$ cat config.mk
export PLATFORM = sky130hd
export DESIGN_NAME = deque_with_search_top_flat
export DESIGN_NICKNAME = d
export VERILOG_FILES = /design/src/hw/rtl/dq_pkg.sv /design/src/hw/rtl/dq_if.sv /design/src/hw/rtl/dq_mem.sv /design/src/hw/rtl/deque_with_search_top.sv /design/src/flat_wrapper.sv
export SDC_FILE = /design/constraint.sdc
export NUM_CORES = 1
export LEC_CHECK = 0
export BUFFER_PORTS_ARGS = -buffer_cell sky130_fd_sc_hd__clkbuf_2
export CELL_PAD_IN_SITES_DETAIL_PLACEMENT = 1
export CELL_PAD_IN_SITES_GLOBAL_PLACEMENT = 1
export CORE_MARGIN = 8
export CORE_UTILIZATION = 54
export DETAILED_ROUTE_END_ITERATION = 10
export HOLD_SLACK_MARGIN = 0.03
export PLACE_DENSITY = 0.76
export REMOVE_ABC_BUFFERS = 1
export SYNTH_ARGS = -nofsm -noshare
export SYNTH_HDL_FRONTEND = slang
export SYNTH_HIERARCHICAL = 1
export SYNTH_SLANG_ARGS = --single-unit
$ cat constraint.sdc
create_clock -name i_clk -period 6 [get_ports i_clk]
set_input_delay 1.2 -clock i_clk [delete_from_list [all_inputs] [get_ports i_clk]]
set_output_delay 1.2 -clock i_clk [all_outputs]
set_load 0.05 [all_outputs]
$ cat src/hw/rtl/dq_pkg.sv
// Shared types and codes for the double-ended queue with search.
`timescale 1ns / 1ps
`default_nettype none
package dq_pkg;
    localparam int CMD_W = 3;
    localparam int VAL_W = 32;
    localparam int ST_W  = 2;
    localparam int POS_W = 5;

    typedef logic [CMD_W-1:0]        t_cmd;
    typedef logic signed [VAL_W-1:0] t_val;
    typedef logic [ST_W-1:0]         t_status;
    typedef logic [POS_W-1:0]        t_pos;

    localparam t_cmd CMD_INS_FRONT = 3'd0;
    localparam t_cmd CMD_INS_BACK  = 3'd1;
    localparam t_cmd CMD_DEL_FRONT = 3'd2;
    localparam t_cmd CMD_DEL_BACK  = 3'd3;
    localparam t_cmd CMD_SEARCH    = 3'd4;
    localparam t_cmd CMD_TRAVERSE  = 3'd5;

    localparam t_status ST_OK       = 2'd0;
    localparam t_status ST_FULL     = 2'd1;
    localparam t_status ST_EMPTY    = 2'd2;
    localparam t_status ST_NOTFOUND = 2'd3;
endpackage
`default_nettype wire

$ cat src/hw/rtl/dq_if.sv
// Valid/ready channel interfaces for command items and result items.
`timescale 1ns / 1ps
`default_nettype none
interface dq_in_if;
    import dq_pkg::*;
    logic valid;
    logic ready;
    t_cmd cmd;
    t_val value_in;
    modport source (output valid, output cmd, output value_in, input ready);
    modport sink (input valid, input cmd, input value_in, output ready);
endinterface

interface dq_out_if;
    import dq_pkg::*;
    logic    valid;
    logic    ready;
    t_status status;
    t_val    value_out;
    t_pos    position;
    logic    last;
    modport source (output valid, output status, output value_out, output position,
                    output last, input ready);
    modport sink (input valid, input status, input value_out, input position,
                  input last, output ready);
endinterface
`default_nettype wire

$ cat src/hw/rtl/dq_mem.sv
// Ring store: one write port, one read port with registered read data.
`timescale 1ns / 1ps
`default_nettype none
module dq_mem #(
    parameter int DEPTH = 16,
    parameter int IW    = 4
) (
    input  wire logic          i_clk,
    input  wire logic          i_we,
    input  wire logic [IW-1:0] i_waddr,
    input  wire dq_pkg::t_val  i_wdata,
    input  wire logic          i_re,
    input  wire logic [IW-1:0] i_raddr,
    output dq_pkg::t_val       o_rdata
);
    import dq_pkg::*;

    t_val r_mem [DEPTH];
    t_val r_rdata;

    always_ff @(posedge i_clk) begin
        if (i_we) begin
            r_mem[i_waddr] <= i_wdata;
        end
        if (i_re) begin
            r_rdata <= r_mem[i_raddr];
        end
    end

    assign o_rdata = r_rdata;
endmodule
`default_nettype wire

$ cat src/hw/rtl/deque_with_search_top.sv
// Top level: command sequencer, ring pointers and result register of the deque.
// Insert and delete: accept the item, then load the result register in S_EMIT once the output is free.
// Search and traverse: each visited entry passes S_RADDR (issue the read), then S_RDATA (compare or emit),
// where the entry's data arrives from the store's registered read port.
// A new item is taken while the previous result waits in the output register.
// Synchronous active-low reset empties the store (head 0, count 0); data is not cleared.
`timescale 1ns / 1ps
`default_nettype none
module deque_with_search_top #(
    parameter int DEPTH = 16
) (
    input  wire logic i_clk,
    input  wire logic i_rst_n,
    dq_in_if.sink     i_in,
    dq_out_if.source  o_out
);
    import dq_pkg::*;

    localparam int IW = $clog2(DEPTH);
    localparam int CW = $clog2(DEPTH + 1);

    localparam logic [1:0] S_IDLE  = 2'd0;
    localparam logic [1:0] S_EMIT  = 2'd1;
    localparam logic [1:0] S_RADDR = 2'd2;
    localparam logic [1:0] S_RDATA = 2'd3;

    logic [1:0]    r_state, n_state;
    logic [IW-1:0] r_head, n_head;
    logic [CW-1:0] r_count, n_count;
    logic [CW-1:0] r_idx, n_idx;
    t_cmd          r_cmd, n_cmd;
    t_val          r_key, n_key;
    t_status       r_pst, n_pst;

    logic    r_ov;
    t_status r_status;
    t_val    r_value;
    t_pos    r_pos;
    logic    r_last;

    logic    res_load;
    t_status res_status;
    t_val    res_value;
    t_pos    res_pos;
    logic    res_last;

    logic          mem_we;
    logic [IW-1:0] mem_waddr;
    logic          mem_re;
    logic [IW-1:0] mem_raddr;
    t_val          mem_rdata;

    logic          out_free;
    logic          acc;
    logic          full;
    logic          empty;
    logic [IW-1:0] head_dec;
    logic [IW-1:0] head_inc;
    logic [CW:0]   back_sum;
    logic [IW-1:0] back_slot;
    logic [CW:0]   walk_sum;
    logic [CW:0]   idx_p1;
    logic          is_last;

    assign out_free   = !r_ov || o_out.ready;
    assign i_in.ready = (r_state == S_IDLE);
    assign acc        = i_in.valid && i_in.ready;
    assign full       = (r_count == CW'(DEPTH));
    assign empty      = (r_count == '0);
    assign head_dec   = (r_head == '0) ? IW'(DEPTH - 1) : r_head - IW'(1);
    assign head_inc   = (r_head == IW'(DEPTH - 1)) ? '0 : r_head + IW'(1);
    assign back_sum   = (CW+1)'(r_head) + (CW+1)'(r_count);
    assign back_slot  = (back_sum >= (CW+1)'(DEPTH)) ? IW'(back_sum - (CW+1)'(DEPTH))
                                                     : IW'(back_sum);
    assign walk_sum   = (CW+1)'(r_head) + (CW+1)'(r_idx);
    assign mem_raddr  = (walk_sum >= (CW+1)'(DEPTH)) ? IW'(walk_sum - (CW+1)'(DEPTH))
                                                     : IW'(walk_sum);
    assign idx_p1     = (CW+1)'(r_idx) + (CW+1)'(1);
    assign is_last    = (idx_p1 == (CW+1)'(r_count));

    always_comb begin
        n_state    = r_state;
        n_head     = r_head;
        n_count    = r_count;
        n_idx      = r_idx;
        n_cmd      = r_cmd;
        n_key      = r_key;
        n_pst      = r_pst;
        mem_we     = 1'b0;
        mem_waddr  = back_slot;
        mem_re     = 1'b0;
        res_load   = 1'b0;
        res_status = ST_OK;
        res_value  = '0;
        res_pos    = '0;
        res_last   = 1'b1;
        unique case (r_state)
            S_IDLE: begin
                if (acc) begin
                    n_cmd = i_in.cmd;
                    n_key = i_in.value_in;
                    n_idx = '0;
                    unique case (i_in.cmd)
                        CMD_INS_FRONT, CMD_INS_BACK: begin
                            n_state = S_EMIT;
                            if (full) begin
                                n_pst = ST_FULL;
                            end else begin
                                n_pst   = ST_OK;
                                mem_we  = 1'b1;
                                n_count = r_count + CW'(1);
                                if (i_in.cmd == CMD_INS_FRONT) begin
                                    mem_waddr = head_dec;
                                    n_head    = head_dec;
                                end
                            end
                        end
                        CMD_DEL_FRONT, CMD_DEL_BACK: begin
                            n_state = S_EMIT;
                            if (empty) begin
                                n_pst = ST_EMPTY;
                            end else begin
                                n_pst   = ST_OK;
                                n_count = r_count - CW'(1);
                                if (i_in.cmd == CMD_DEL_FRONT) begin
                                    n_head = head_inc;
                                end
                            end
                        end
                        CMD_SEARCH, CMD_TRAVERSE: begin
                            if (empty) begin
                                n_pst   = ST_EMPTY;
                                n_state = S_EMIT;
                            end else begin
                                n_state = S_RADDR;
                            end
                        end
                        default: ;
                    endcase
                end
            end
            S_EMIT: begin
                if (out_free) begin
                    res_load   = 1'b1;
                    res_status = r_pst;
                    n_state    = S_IDLE;
                end
            end
            S_RADDR: begin
                mem_re  = 1'b1;
                n_state = S_RDATA;
            end
            S_RDATA: begin
                if (out_free) begin
                    if (r_cmd == CMD_TRAVERSE) begin
                        res_load  = 1'b1;
                        res_value = mem_rdata;
                        res_pos   = POS_W'(idx_p1);
                        res_last  = is_last;
                        n_idx     = CW'(idx_p1);
                        n_state   = is_last ? S_IDLE : S_RADDR;
                    end else if (mem_rdata == r_key) begin
                        res_load  = 1'b1;
                        res_value = r_key;
                        res_pos   = POS_W'(idx_p1);
                        n_state   = S_IDLE;
                    end else if (is_last) begin
                        res_load   = 1'b1;
                        res_status = ST_NOTFOUND;
                        n_state    = S_IDLE;
                    end else begin
                        n_idx   = CW'(idx_p1);
                        n_state = S_RADDR;
                    end
                end
            end
            default: n_state = S_IDLE;
        endcase
    end

    always_ff @(posedge i_clk) begin
        if (!i_rst_n) begin
            r_state <= S_IDLE;
            r_head  <= '0;
            r_count <= '0;
            r_ov    <= 1'b0;
        end else begin
            r_state <= n_state;
            r_head  <= n_head;
            r_count <= n_count;
            if (res_load) begin
                r_ov <= 1'b1;
            end else if (o_out.ready) begin
                r_ov <= 1'b0;
            end
        end
    end

    always_ff @(posedge i_clk) begin
        r_idx <= n_idx;
        r_cmd <= n_cmd;
        r_key <= n_key;
        r_pst <= n_pst;
        if (res_load) begin
            r_status <= res_status;
            r_value  <= res_value;
            r_pos    <= res_pos;
            r_last   <= res_last;
        end
    end

    dq_mem #(
        .DEPTH (DEPTH),
        .IW    (IW)
    ) u_mem (
        .i_clk   (i_clk),
        .i_we    (mem_we),
        .i_waddr (mem_waddr),
        .i_wdata (n_key),
        .i_re    (mem_re),
        .i_raddr (mem_raddr),
        .o_rdata (mem_rdata)
    );

    assign o_out.valid     = r_ov;
    assign o_out.status    = r_status;
    assign o_out.value_out = r_value;
    assign o_out.position  = r_pos;
    assign o_out.last      = r_last;

`ifndef ASSERT_OFF
    a_count_bound: assert property (@(posedge i_clk) disable iff (!i_rst_n)
        r_count <= CW'(DEPTH))
        else $error("entry count exceeds depth");

    a_head_bound: assert property (@(posedge i_clk) disable iff (!i_rst_n)
        r_head <= IW'(DEPTH - 1))
        else $error("head index out of range");

    a_walk_bound: assert property (@(posedge i_clk) disable iff (!i_rst_n)
        (r_state == S_RADDR || r_state == S_RDATA) |-> (r_idx < r_count))
        else $error("walk index past tail");

    a_insert_grows: assert property (@(posedge i_clk) disable iff (!i_rst_n)
        (acc && (i_in.cmd == CMD_INS_FRONT || i_in.cmd == CMD_INS_BACK) && !full)
        |=> (r_count == $past(r_count) + CW'(1)))
        else $error("insert did not grow the store");

    a_no_load_on_full_out: assert property (@(posedge i_clk) disable iff (!i_rst_n)
        (r_ov && !o_out.ready) |-> !res_load)
        else $error("result overwritten while held");
`endif
endmodule
`default_nettype wire
$ cat src/flat_wrapper.sv
// flat-port wrapper written by rule: the top's interface ports become plain ports
module deque_with_search_top_flat import dq_pkg::*;
#(
    parameter int DEPTH = 16
)
  (i_clk, i_rst_n, i_in_valid, i_in_cmd, i_in_value_in, i_in_ready, o_out_valid, o_out_status, o_out_value_out, o_out_position, o_out_last, o_out_ready);
  dq_in_if i_in_i ();
  dq_out_if o_out_i ();
  input  wire logic i_clk;
  input  wire logic i_rst_n;
  input wire logic [$bits(i_in_i.valid)-1:0] i_in_valid;
  input wire logic [$bits(i_in_i.cmd)-1:0] i_in_cmd;
  input wire logic [$bits(i_in_i.value_in)-1:0] i_in_value_in;
  output wire logic [$bits(i_in_i.ready)-1:0] i_in_ready;
  output wire logic [$bits(o_out_i.valid)-1:0] o_out_valid;
  output wire logic [$bits(o_out_i.status)-1:0] o_out_status;
  output wire logic [$bits(o_out_i.value_out)-1:0] o_out_value_out;
  output wire logic [$bits(o_out_i.position)-1:0] o_out_position;
  output wire logic [$bits(o_out_i.last)-1:0] o_out_last;
  input wire logic [$bits(o_out_i.ready)-1:0] o_out_ready;
  assign i_in_i.valid = i_in_valid;
  assign i_in_i.cmd = i_in_cmd;
  assign i_in_i.value_in = i_in_value_in;
  assign i_in_ready = i_in_i.ready;
  assign o_out_valid = o_out_i.valid;
  assign o_out_status = o_out_i.status;
  assign o_out_value_out = o_out_i.value_out;
  assign o_out_position = o_out_i.position;
  assign o_out_last = o_out_i.last;
  assign o_out_i.ready = o_out_ready;
  deque_with_search_top #(.DEPTH(DEPTH)) u_core (.i_clk(i_clk), .i_rst_n(i_rst_n), .i_in(i_in_i), .o_out(o_out_i));
endmodule
# ---- Word level (Yosys, flattened, before mapping)
# Memory sizes are Yosys's and may differ from the RTL's. A register that Yosys moved wholly into a read port is not among the register bits.
# Cells that the tools add are included.
dict set report word_totals {
  ff_bits 94
  ramBits 512
  in_bits 39
  out_inout_bits 42
  elab_cells 134
  memories 1
}
# memory depth word_bits read_ports rd_ports_with_merged_regs wr line
set mem_list {}
lappend mem_list {u_core.u_mem.r_mem 16 32 1 1 1 dq_mem.sv:18} ;# t_val r_mem [DEPTH];
dict set report classes {
  add_sub_neg 9
  magnitude_cmp 2
  n_eq_ne 24
  muxes 63
  n_reduce_logical 23
}
# operator n
set ops {}
lappend ops {{32-bit two-way mux} 4}
lappend ops {{4-bit two-way mux} 13}
lappend ops {{5-bit two-way mux} 9}
lappend ops {{32-bit == test} 1}
lappend ops {{2-bit two-way mux} 14}
lappend ops {{5-bit one-hot mux with 2 select lines} 2}
lappend ops {{1-bit two-way mux} 15}
lappend ops {{4-bit by 5-bit adder with 6-bit output} 2}
lappend ops {{6-bit by 5-bit >= comparator with 1-bit output, second input constant} 2}
lappend ops {{4-bit by 1-bit subtractor with 4-bit output, second input constant} 3}
lappend ops {{2-bit by 1-bit inequality test with 1-bit output, second input constant} 5}
lappend ops {{5-bit AND reduction} 2}
lappend ops {{3-bit == test, second input constant} 3}
lappend ops {{2-bit one-hot mux with 2 select lines} 2}
lappend ops {{2-bit one-hot mux with 4 select lines} 1}
lappend ops {{4-bit one-hot mux with 2 select lines} 1}
lappend ops {{4-bit AND reduction} 2}
lappend ops {{7-bit AND reduction} 1}
lappend ops {{5-bit by 1-bit adder with 6-bit output, second input constant} 1}
lappend ops {{3-bit by 2-bit == test with 1-bit output, second input constant} 2}
lappend ops {{6-bit by 5-bit == test with 1-bit output} 1}
lappend ops {{2-bit inequality test, second input constant} 3}
lappend ops {{3-bit inequality test, second input constant} 2}
lappend ops {{2-bit one-hot mux with 3 select lines} 1}
lappend ops {{other kinds (23)} 29}

# ---- Longest topological paths before layout
dict set report depth {
  depth_word 8
  mapped_depth 10
  mapped_depth_nobuf 9
}

# ---- Modules after synthesis
# Netlist, hierarchy kept.
# module n_inst cells_each area_each_um2 seq_area_each_um2
set modules_own_cells {}
lappend modules_own_cells {dq_mem 1 838 20155.6 16335.7}
lappend modules_own_cells {deque_with_search_top 1 456 4737.0 2382.3}

# ---- Worst setup path before layout
# No wires, ideal clock.
dict set report synth_path {
  path_type {input port to flip-flop}
  start {input port i_in_cmd[2]}
  end {memory u_core/u_mem/r_mem[0][0] in the netlist's numbering, enable pin}
  setup_ns 0.461
  t_arrival_ns 4.910
  t_required_ns 5.539
  setup_slack_ns 0.629
  stages 7
  n_path_buf 0
  path_cell_list {inv_1 > ha_1 > and3_1 > nor4b_4 > a21oi_1 > or3b_2 > nor3_1}
}
dict set report synth_between {
  elab_chain_len 7
  elab_cells_between_ends 13
  cone_classes {1 x eq/ne; 10 x mux; 2 x reduce/logical}
}
# element line
set synth_lines {}
lappend synth_lines {{start: declaration} flat_wrapper.sv:12} ;# input wire logic [$bits(i_in_i.cmd)-1:0] i_in_cmd;
lappend synth_lines {{3-bit by 1-bit == test with 1-bit output / 3-bit zero test (equally long branches)} deque_with_search_top.sv:103} ;# unique case (i_in.cmd)
lappend synth_lines {{2-bit OR reduction *} deque_with_search_top.sv:103}
lappend synth_lines {{1-bit two-way mux *} deque_with_search_top.sv:103}
lappend synth_lines {{1-bit two-way mux *} deque_with_search_top.sv:99} ;# if (acc) begin
lappend synth_lines {{1-bit two-way mux *} deque_with_search_top.sv:97} ;# unique case (r_state)
lappend synth_lines {{named net u_core.mem_we} deque_with_search_top.sv:47} ;# logic mem_we;
lappend synth_lines {{1-bit two-way mux *} dq_mem.sv:22} ;# if (i_we) begin
lappend synth_lines {{1-bit two-way mux (implied by the code) *} dq_mem.sv:23} ;# r_mem[i_waddr] <= i_wdata;
lappend synth_lines {{end: declaration} dq_mem.sv:18}
# Mark *: on every way through the listed nets, which the timed path passes. The rest lies on a longest branch.

# ---- Worst setup path in the final report
dict set report layout_path {
  start {input port i_in_cmd[2]}
  end {memory u_core/u_mem/r_mem[14][22] in the netlist's numbering, enable pin}
}
# Same word-level chain as after synthesis.

==> flow_summary.json <==
{
  "status": "completed",
  "timing.final.hold_violations": 0,
  "globalplace.congestion": 0.773,
  "clkLatencyLatePin_ps": 600,
  "dpl-instance-area_um2": 26100,
  "root_buffer": "clkbuf_16",
  "dieHeight_um": 231,
  "crit_slowest_cell": "nor2_4",
  "grt_antenna_before_repair": 3,
  "grt_max_degree": 54,
  "clk_path_buf_depth": 3,
  "dieArea_um2": 53200,
  "hold_buffers": 0,
  "tightest_slew_ps": 1240,
  "cts_setup_buffers": 0,
  "ys_warn_count": 6,
  "final_util_pct": 62.2,
  "ctsHtreeMaxLevel": 3,
  "final_cell_area_um2": 28300,
  "first_pass_iters": 5,
  "ys_types": 55,
  "yosysSeqAreaShare_pct": 75.2,
  "cts_buffers": 66,
  "setup_slack_ps": 1450,
  "drt_iter0_drc": 1336,
  "drive_gt1_share_pct": 27.7,
  "power.leakage_nw": 9.38,
  "path_clk_slew_ps": 60,
  "relSlewSlack_pct": 17.1,
  "tns_ps": 0,
  "crit_fanout": 21,
  "fill_cells": 3887,
  "fmax_mhz": 220,
  "synth_top_area_cell": "edfxtp_1",
  "startpoint_type": "input port",
  "cts_resized": 0,
  "async_reset_ff_share_pct": 0,
  "total_power_mw": 11.1,
  "ant_nets": 0,
  "grt.overflow.total": 0,
  "grt.total_usage_pct": 23.6,
  "port_buffers": 80,
  "irDropWorstVdd_v": 0.000279,
  "postSynthCellCount": 1294,
  "place_ws_ps": 966,
  "rsz0062_at_grt": "false",
  "min_path_type": "flip-flop to flip-flop",
  "cp.required_ps": 6280,
  "holdWs_ps": 591,
  "synth_top_area_share_pct": 71.7,
  "cp_slowest_stage_delay_ps": 710,
  "drc": 0,
  "synth_seq_cells": 638,
  "crit_chain": "clkbuf_2, inv_1, ha_1, and3_1, nor4b_4, mux2i_1, nand2b_1, nor2_4, buf_4",
  "setup_viol": 0,
  "fin_crit_sh_pct": 75.9,
  "syn_area_per_cell_um2": 19.2,
  "grt_pass1_wl_um": 91900,
  "cp.arrival_ps": 4840,
  "core.rowCount": 78,
  "synth-edff-count": 594,
  "fin_crit_ps": 4550,
  "core-area_um2": 45500,
  "crit_type": "input port to flip-flop",
  "placed_cells": 1938,
  "cap_violations": 0,
  "netlist_area_um2": 24900,
  "via_count": 13100,
  "hpwlAfterDp_um": 38100,
  "clock_sinks": 638,
  "ys_top_cells_by_area": "edfxtp_1 (72%), mux4_2 (12%), dfxtp_1 (3.5%)",
  "wl_um": 63100,
  "syn_to_final_growth_pct": 13.7,
  "grt_pass1_vias": 13800,
  "slew_violations": 0,
  "synth_flop_cell": "edfxtp_1",
  "ioPinCount": 81,
  "powerDensity_nw_per_um2": 393,
  "die_width_um": 231,
  "wl_per_cell_um": 30.6,
  "via_per_inst": 6.34,
  "finalNetCount": 1464,
  "initial_core_util_pct": 54.7,
  "cts_tree": "done",
  "final_cells": 2061,
  "cp-end-kind": "flip-flop",
  "clock_skew_ps": 31.6
}
where the power goes:
part	internal, mW	switching (mW)	leakage, nW	total (mW)
logic	0.543	1.16	2.55	1.70
registers	5.24	0.104	5.76	5.35
clock network	2.37	1.70	1.07	4.07
synth_stat cells, types with 6 or more instances:
master      n
a22o_1      6
buf_2      10
mux4_2    128
buf_4       9
nand4_1     8
dfxtp_1    44
a22oi_1    64
inv_1      11
edfxtp_1  594
xnor2_1    46
nor3_1      6
a22o_2     26
clkbuf_1   26
a21oi_1    16
o21ai_0    10
nand2b_1    7
xor2_1      8
ha_1       16
buf_1      13
nor2_1     43
nand2_1   138
flip-flops by register name (all words and copies together) (netlist names):
signal and cells:
u_core/u_mem/o_rdata 32, u_core/o_out.last 1, u_core/r_idx 5, u_core/o_out.valid 1, u_core/o_out.position 5, u_core/r_key 32, u_core/r_state 2, u_core/o_out.status 2
u_core/r_count 5, u_core/r_pst 2, u_core/u_mem/r_mem 512, u_core/o_out.value_out 32, u_core/r_head 4, u_core/r_cmd 3
worst max-delay path: cells and delay by family:
| family | cells | cell delay [ps] |
|---|---|---|
| adders and majority gates | 1 | 200 |
| buffers and inverters | 3 | 590 |
| muxes | 1 | 690 |
| and+or+nand+nor | 4 | 2130 |
cell usage in the layout (no fill, tap or decap), types with 4 or more instances in the layout:
| cell type | n |
|---|---|
| edfxtp_1 | 594 |
| nand2_1 | 138 |
| mux4_2 | 128 |
| clkbuf_2 | 80 |
| clkbuf_16 | 67 |
| a22oi_1 | 64 |
| xnor2_1 | 46 |
| dfxtp_1 | 44 |
| nor2_1 | 29 |
| a22o_2 | 26 |
| buf_4 | 23 |
| clkinv_2 | 19 |
| a21oi_1 | 16 |
| nor2_4 | 15 |
| ha_1 | 15 |
| clkbuf_1 | 10 |
| o21ai_0 | 10 |
| inv_1 | 10 |
| clkinv_1 | 8 |
| nand4_1 | 8 |
| xor2_1 | 8 |
| nand2b_1 | 7 |
| bufinv_16 | 6 |
| a22o_1 | 6 |
| inv_6 | 5 |
| nand3_1 | 5 |
| o211ai_1 | 5 |
| mux2i_1 | 5 |
| a21o_1 | 4 |
| nor3_2 | 4 |
final cells by class:
cell class / instances / area [um2] / share of cell area (%)
inverters: 13 / 51.3 / 0.181
clock inverters: 42 / 402 / 1.42
multi-input cells: 581 / 5990 / 21.2
diodes: 1 / 2.50 / 0.00884
flip-flops and latches: 638 / 18700 / 66.1
repair buffers: 106 / 633 / 2.24
clock buffers: 80 / 1760 / 6.20
well taps: 600 / 751 / 2.65
logic make-up after synthesis:
group	after synthesis	synth area share (%)
flip-flops	638	75.2
AND/OR/NAND/NOR	232	4.21
AO/OA/AOI/OAI	143	4.43
multiplexers	133	11.8
buffers and inverters	75	1.44
XOR/XNOR	54	1.90
adder cells (fa/ha/maj)	19	1.05
worst paths after layout:
check / startpoint / to / cells after the start / slack (ps)
worst max-delay path: i_in_cmd[2] / u_core/u_mem/r_mem[14][22] / 9 / 1450
worst min-delay path: u_core/u_mem/o_rdata[31] / u_core/o_out.value_out[31] / 1 / 590
worst max register to register: u_core/r_state[1] / u_core/u_mem/r_mem[14][22] / 9 / 1780
worst min register to register: u_core/u_mem/o_rdata[31] / u_core/o_out.value_out[31] / 1 / 590
metal layers:
| metal | share of wire (%) | vias up | global-route usage [%] | routed length (um) |
|---|---|---|---|---|
| met4 | 2.4 | 4 | 7.74 | 1490 |
| li1 | - | 5428 | - | - |
| met2 | 48 | 645 | 37.1 | 30200 |
| met1 | 41 | 6887 | 32.6 | 25700 |
| met3 | 9.0 | 94 | 5.60 | 5690 |
| met5 | 0.036 | - | 0 | 23 |
(Power assumes the default switching activity.)
